$ cat src/design/stq_pkg.sv
package stq_pkg;

   localparam int STQ_QUEUE_DEPTH = 16;

   localparam int TAG_W    = 16;
   localparam int DELAY_W  = 16;
   localparam int EXPIRY_W = 32;
   localparam int COUNT_W  = 9;

   localparam logic [1:0] CMD_TICK   = 2'd0;
   localparam logic [1:0] CMD_INSERT = 2'd1;
   localparam logic [1:0] CMD_TAKE   = 2'd2;

   localparam logic [1:0] STATUS_DONE  = 2'd0;
   localparam logic [1:0] STATUS_FULL  = 2'd1;
   localparam logic [1:0] STATUS_EMPTY = 2'd2;

   typedef struct packed {
      logic [EXPIRY_W-1:0] expiry;
      logic [DELAY_W-1:0]  delay;
      logic [TAG_W-1:0]    tag;
   } entry_type;

   // Alarm on its way down the list; placed means it is a displaced entry
   // that shifts unconditionally.
   typedef struct packed {
      logic      valid;
      logic      placed;
      entry_type entry;
   } token_type;

endpackage

$ cat src/design/stq_cell.sv
module stq_cell
   import stq_pkg::*;
(
   input  logic      clock,
   input  logic      reset,
   input  logic      shift_up,
   input  logic      up_valid,
   input  entry_type up_entry,
   input  token_type tok_in,
   output token_type tok_out,
   output logic      cell_valid,
   output entry_type cell_entry
);

   logic      valid_ff, valid_in;
   entry_type entry_ff, entry_in;
   token_type tok_ff, tok_in_next;
   logic [EXPIRY_W-1:0] diff;
   logic      hit;
   logic      take;

   // Held entry at or after the travelling alarm, wrap-aware; an empty cell always takes.
   assign diff = entry_ff.expiry - tok_in.entry.expiry;
   assign hit  = !valid_ff || !diff[EXPIRY_W-1];
   assign take = tok_in.valid && (tok_in.placed || hit);

   always_comb begin
      valid_in    = valid_ff;
      entry_in    = entry_ff;
      tok_in_next = '0;
      if (shift_up) begin
         valid_in = up_valid;
         entry_in = up_entry;
      end else if (take) begin
         valid_in           = 1'b1;
         entry_in           = tok_in.entry;
         tok_in_next.valid  = valid_ff;
         tok_in_next.placed = 1'b1;
         tok_in_next.entry  = entry_ff;
      end else if (tok_in.valid) begin
         tok_in_next = tok_in;
      end
   end

   always_ff @(posedge clock) begin
      if (reset) begin
         valid_ff     <= 1'b0;
         tok_ff.valid <= 1'b0;
      end else begin
         valid_ff     <= valid_in;
         tok_ff.valid <= tok_in_next.valid;
      end
      entry_ff      <= entry_in;
      tok_ff.placed <= tok_in_next.placed;
      tok_ff.entry  <= tok_in_next.entry;
   end

   assign tok_out    = tok_ff;
   assign cell_valid = valid_ff;
   assign cell_entry = entry_ff;

endmodule

$ cat src/design/sorted_timer_queue_core.sv
// Channel  Direction  tuser              tdata
// req      in         cmd[1:0]           delay_seconds[15:0], alarm_label[31:16]
// rsp      out        status[1:0]        head_tag[15:0], head_delay[31:16],
//                                        wait_seconds[47:32], queue_count[56:48]
//
// Tick, take and unused commands set no busy count. An insert walks down the
// cell chain one cell a cycle, so it holds off the next request while it
// passes the alarms held before it. The result is formed on acceptance and
// kept in an output register, so a stalled rsp side blocks only the next
// request. Synchronous reset empties the list and clears the clock.
module sorted_timer_queue_core
   import stq_pkg::*;
#(
   parameter int QUEUE_DEPTH = STQ_QUEUE_DEPTH
)
(
   input  logic        clock,
   input  logic        reset,
   input  logic        req_tvalid,
   output logic        req_tready,
   input  logic [31:0] req_tdata,   // delay_seconds, alarm_label
   input  logic [1:0]  req_tuser,   // cmd
   output logic        rsp_tvalid,
   input  logic        rsp_tready,
   output logic [63:0] rsp_tdata,   // head_tag, head_delay, wait_seconds, queue_count
   output logic [1:0]  rsp_tuser    // status
);

   localparam int CW = $clog2(QUEUE_DEPTH + 1);

   logic [EXPIRY_W-1:0] now_ff, now_in;
   logic [CW-1:0]       count_ff, count_in;
   logic [CW-1:0]       busy_ff, busy_in;
   logic                rsp_valid_ff, rsp_valid_in;
   logic [1:0]          status_ff, status_in;
   logic [TAG_W-1:0]    tag_ff, tag_in;
   logic [DELAY_W-1:0]  delay_ff, delay_in;
   logic [15:0]         wait_ff, wait_in;

   logic                accept;
   logic [1:0]          cmd;
   logic                do_insert;
   logic                do_take;
   logic                full;
   logic [EXPIRY_W-1:0] head_diff;

   token_type           tok_chain [QUEUE_DEPTH+1];
   logic                cell_valid [QUEUE_DEPTH];
   entry_type           cell_entry [QUEUE_DEPTH];

   assign cmd        = req_tuser;
   assign req_tready = (busy_ff == '0) && (!rsp_valid_ff || rsp_tready);
   assign accept     = req_tvalid && req_tready;
   assign full       = (count_ff == CW'(QUEUE_DEPTH));
   assign do_insert  = accept && (cmd == CMD_INSERT) && !full;
   assign do_take    = accept && (cmd == CMD_TAKE) && (count_ff != '0);
   assign head_diff  = cell_entry[0].expiry - now_ff;

   always_comb begin
      tok_chain[0].valid        = do_insert;
      tok_chain[0].placed       = 1'b0;
      tok_chain[0].entry.expiry = now_ff + EXPIRY_W'(req_tdata[15:0]);
      tok_chain[0].entry.delay  = req_tdata[15:0];
      tok_chain[0].entry.tag    = req_tdata[31:16];
   end

   for (genvar i = 0; i < QUEUE_DEPTH; i++) begin : g_cell
      logic      up_valid;
      entry_type up_entry;
      if (i == QUEUE_DEPTH - 1) begin : g_tail
         assign up_valid = 1'b0;
         assign up_entry = '0;
      end else begin : g_mid
         assign up_valid = cell_valid[i+1];
         assign up_entry = cell_entry[i+1];
      end
      stq_cell u_cell (
         .clock      (clock),
         .reset      (reset),
         .shift_up   (do_take),
         .up_valid   (up_valid),
         .up_entry   (up_entry),
         .tok_in     (tok_chain[i]),
         .tok_out    (tok_chain[i+1]),
         .cell_valid (cell_valid[i]),
         .cell_entry (cell_entry[i])
      );
   end

   always_comb begin
      now_in       = now_ff;
      count_in     = count_ff;
      busy_in      = (busy_ff != '0) ? busy_ff - 1'b1 : busy_ff;
      rsp_valid_in = rsp_valid_ff && !rsp_tready;
      status_in    = status_ff;
      tag_in       = tag_ff;
      delay_in     = delay_ff;
      wait_in      = wait_ff;
      if (accept) begin
         rsp_valid_in = 1'b1;
         status_in    = STATUS_DONE;
         tag_in       = '0;
         delay_in     = '0;
         wait_in      = '0;
         case (cmd)
            CMD_TICK: begin
               now_in = now_ff + 1'b1;
            end
            CMD_INSERT: begin
               if (full) begin
                  status_in = STATUS_FULL;
               end else begin
                  count_in = count_ff + 1'b1;
                  busy_in  = count_ff;
               end
            end
            CMD_TAKE: begin
               if (count_ff == '0) begin
                  status_in = STATUS_EMPTY;
                  wait_in   = 16'd1;
               end else begin
                  count_in = count_ff - 1'b1;
                  tag_in   = cell_entry[0].tag;
                  delay_in = cell_entry[0].delay;
                  // Expired head waits zero; long waits saturate.
                  if (head_diff[EXPIRY_W-1] || head_diff == '0) begin
                     wait_in = '0;
                  end else if (head_diff[EXPIRY_W-1:16] != '0) begin
                     wait_in = '1;
                  end else begin
                     wait_in = head_diff[15:0];
                  end
               end
            end
            default: begin
            end
         endcase
      end
   end

   always_ff @(posedge clock) begin
      if (reset) begin
         now_ff       <= '0;
         count_ff     <= '0;
         busy_ff      <= '0;
         rsp_valid_ff <= 1'b0;
      end else begin
         now_ff       <= now_in;
         count_ff     <= count_in;
         busy_ff      <= busy_in;
         rsp_valid_ff <= rsp_valid_in;
      end
      status_ff <= status_in;
      tag_ff    <= tag_in;
      delay_ff  <= delay_in;
      wait_ff   <= wait_in;
   end

   assign rsp_tvalid = rsp_valid_ff;
   assign rsp_tuser  = status_ff;
   assign rsp_tdata  = {7'd0, COUNT_W'(count_ff), wait_ff, delay_ff, tag_ff};

   a_busy_blocks: assert property (@(posedge clock) disable iff (reset)
      (busy_ff != '0) |-> !req_tready)
      else $error("request taken while an insert is still travelling");

   a_count_bound: assert property (@(posedge clock) disable iff (reset)
      count_ff <= CW'(QUEUE_DEPTH))
      else $error("alarm count beyond queue depth");

   a_insert_count: assert property (@(posedge clock) disable iff (reset)
      do_insert |=> (count_ff == $past(count_ff) + 1'b1))
      else $error("insert did not raise the count");

   a_no_overflow: assert property (@(posedge clock) disable iff (reset)
      !tok_chain[QUEUE_DEPTH].valid)
      else $error("alarm pushed off the end of the list");

   a_head_matches: assert property (@(posedge clock) disable iff (reset)
      (busy_ff == '0) |-> (cell_valid[0] == (count_ff != '0)))
      else $error("head cell validity disagrees with count");

endmodule

$ cat config.mk
export PLATFORM = sky130hd
export DESIGN_NAME = sorted_timer_queue_core
export DESIGN_NICKNAME = d
export VERILOG_FILES = /design/src/design/stq_pkg.sv /design/src/design/stq_cell.sv /design/src/design/sorted_timer_queue_core.sv
export SDC_FILE = /design/constraint.sdc
export NUM_CORES = 2
export LEC_CHECK = 0
export BUFFER_PORTS_ARGS = -buffer_cell sky130_fd_sc_hd__buf_4
export CORE_ASPECT_RATIO = 1.4
export CORE_UTILIZATION = 25
export CTS_BUF_LIST = sky130_fd_sc_hd__clkbuf_8 sky130_fd_sc_hd__clkbuf_16
export DETAILED_ROUTE_END_ITERATION = 8
export HOLD_SLACK_MARGIN = 0.1
export PLACE_DENSITY_LB_ADDON = 0.08
export SLEW_MARGIN = 20
export SYNTH_ARGS = -nofsm -noshare
export SYNTH_HDL_FRONTEND = slang
export SYNTH_HIERARCHICAL = 1
export SYNTH_SLANG_ARGS = --single-unit
export TNS_END_PERCENT = 50
$ cat constraint.sdc
create_clock -name clock -period 6.83 [get_ports clock]
set_input_delay 1.366 -clock clock [delete_from_list [all_inputs] [get_ports clock]]
set_output_delay 1.366 -clock clock [all_outputs]
set_load 0.01 [all_outputs]
==> results.sh <==
export IMPL_outcome="completed"
export IMPL_critPathKind="in -> reg"
export IMPL_cp_end_kind="register"
export IMPL_startpoint_type="input pin"
export IMPL_finalSetupViolCount=0
export IMPL_reg2reg_to="g_cell[0].u_cell/cell_entry[60]"
export IMPL_hpwl_mm=172
export IMPL_dieArea_sq_um=390000
export IMPL_min_delay_start="g_cell[6].u_cell/tok_out[13]"
export IMPL_crit_path_start="req_tdata[0]"
export IMPL_pre_cts_ws_ns=0.168
export IMPL_timing_final_crit_period_ns=5.79
export IMPL_cts_sinks=2123
export IMPL_fillers=40058
export IMPL_antenna_found_initial=4
export IMPL_worst_clock_skew_ns=0.112
export IMPL_slew_violations=0
export IMPL_grt_ovfl_total=0
export IMPL_min_to="g_cell[7].u_cell/tok_out[13]"
export IMPL_r2r_start="now_ff[0]"
export IMPL_drc_errors=0
export IMPL_multi_input_area_sq_um=39800
export IMPL_fin_ws_ns=1.04
export IMPL_ctsHoldBuffers=0
export IMPL_avgRoutedWirePerCell_microns=17.4
export IMPL_antenna_left=0
export IMPL_slew_headroom_pct=24.4
export IMPL_hp_class="reg -> reg"
export IMPL_cp_common_cell="buf_4"
export IMPL_die_x_microns=528
export IMPL_cp_max_fo=17
export IMPL_tns_ns=0
export IMPL_syn_to_final_growth_pct=15.2
export IMPL_post_route_period_util_pct=84.7
export IMPL_grt_pass1_vias=63452
export IMPL_max_cap_violations=0
export IMPL_critPathMaxStageDelay_ns=0.38
export IMPL_groute_usage_overall_pct=12.5
export IMPL_drt_wl_total_mm=248
export IMPL_rows=270
export IMPL_arrival_ns=6.36
export IMPL_synth_cell_area_sq_um=96900
export IMPL_via_count=62566
export IMPL_hold_depth=2
export IMPL_cts_buffers=242
export IMPL_drive_gt1_share_pct=9.70
export IMPL_die_h_microns=739
export IMPL_coreArea_sq_um=386000
export IMPL_ctsRootBufferMaster="clkbuf_16"
export IMPL_max_vdd_ir_drop_uv=221
export IMPL_crit_family="compound AO/OA/AOI/OAI gates"
export IMPL_crit_required_ns=7.40
export IMPL_cts_repair_resize_count=0
export IMPL_cts_max_level=4
export IMPL_clock_latency_ns=0.93
export IMPL_ff2ff_setup_slack_ns=1.17
export IMPL_worst_pin_slew_ns=1.11
export IMPL_final_cell_mix="1351 x nand2_1, 1074 x edfxtp_1, 1049 x dfxtp_1"
export IMPL_seq_area_sq_um=53300
export IMPL_post_cts_buffers=0
export IMPL_clk_path_buf_depth=4
export IMPL_grt_pass1_wl_mm=391
export IMPL_postSynthCellCount=8822
export IMPL_tritoncts="built"
export IMPL_hold_violations=0
export IMPL_crit_slowest_cell="fa_1"
export IMPL_layout_nets=9465
export IMPL_max_freq_mhz=173
export IMPL_dr_first_iter_drc_count=4081
export IMPL_drtPass1Iterations=5
export IMPL_grt_setup_unrepaired="no"
export IMPL_portBuffers=94
export IMPL_final_common_cell="nand2_1"
export IMPL_io_pins=106
export IMPL_initial_utilization_pct=25.1
export IMPL_p_leak_nw=41.8
export IMPL_vias_per_cell=4.39
export IMPL_powerDensity_nw_per_um2=255
export IMPL_r2r_cells=24
export IMPL_yosys_warnings=6
export IMPL_synth_avg_cell_area_sq_um=11.0
export IMPL_grt_max_degree=185
export IMPL_clk_pin_slew_worst_paths_ns=0.06
export IMPL_cp_num_buf_inv=6
export IMPL_place_congestion=0.760
==> flip-flops by register name, indices dropped and copies added, names as in the netlist <==
name / cells
delay_ff: 16
rsp_tvalid: 1
rsp_tuser: 2
busy_ff: 5
g_cell.u_cell/cell_valid: 16
g_cell.u_cell/tok_out: 990
wait_ff: 16
now_ff: 32
g_cell.u_cell/cell_entry: 1024
count_ff: 5
tag_ff: 16
==> stage by stage <==
| stage | total power, W | instances | instance area [sq um] | hold WS, ns | util (%) |
|---|---|---|---|---|---|
| 2_1_floorplan | 0.0149 | 8899 | 97200 | 0.436 | - |
| 4_1_cts | 0.0291 | 14254 | 112000 | 0.410 | 28.9 |
| 5_1_grt | 0.0297 | 14258 | 112000 | 0.437 | 28.9 |
| 3_5_place_dp | 0.0154 | 13812 | 104000 | 0.452 | 26.8 |
| 3_3_place_gp | 0.0154 | 13812 | 103000 | 0.455 | 26.8 |
| 6_report | 0.0284 | 14258 | 112000 | 0.407 | 28.9 |
==> worst max-delay path by stage <==
stage | to | slack [ns] | cells past startpoint
after floorplan | g_cell[0].u_cell/cell_entry[0] | 0.28 | 21
after global placement | g_cell[0].u_cell/cell_entry[62] | 0.13 | 25
after detailed placement | g_cell[0].u_cell/cell_entry[59] | 0.17 | 25
after CTS | g_cell[0].u_cell/cell_entry[60] | 1.07 | 25
after global routing | g_cell[0].u_cell/cell_entry[62] | 0.78 | 25
final | g_cell[0].u_cell/cell_entry[60] | 1.04 | 25
==> per-layer routing <==
| metal | vias up | GRT usage, % | wire length, microns |
|---|---|---|---|
| met5 | - | 0 | 0 |
| met4 | 0 | 3.16 | 5510 |
| met3 | 332 | 2.01 | 9790 |
| met2 | 953 | 20.5 | 115000 |
| met1 | 29770 | 16.9 | 118000 |
| li1 | 31511 | - | - |
==> worst register-to-register path: stages (launching register included) <==
cell and delay (ns):
dfxtp_1 0.44, ha_1 0.21, inv_1 0.06, fa_1 0.38, nor2b_1 0.11, o21ai_0 0.11, a21boi_0 0.31, o2111ai_1 0.20
a31o_2 0.28, o31ai_1 0.24, buf_4 0.17, and2_1 0.22, nand2_1 0.10, xnor2_1 0.28, inv_1 0.11, ha_1 0.30
nand4_1 0.13, nor2_1 0.05, a221o_1 0.32, a211o_1 0.36, a21oi_2 0.15, buf_4 0.16, nand3_1 0.09, a31o_4 0.31
buf_4 0.23
==> power by group <==
group	total, W	internal (W)	leakage, nW	switching, W
clock	0.0133	0.00780	4.24	0.00548
combinational	0.00131	0.000497	19.2	0.000817
sequential	0.0138	0.0136	18.4	0.000181
==> cell type report <==
class | count | area share (%)
Clock buffer | 303 | 6.22
Sequential cell | 2123 | 47.7
Timing Repair Buffer | 217 | 1.80
Tap cell | 5168 | 5.79
Inverter | 546 | 1.84
Clock inverter | 139 | 0.984
Antenna cell | 3 | 0.00673
Multi-Input combinational cell | 5759 | 35.6
(Power assumes the default switching activity.)
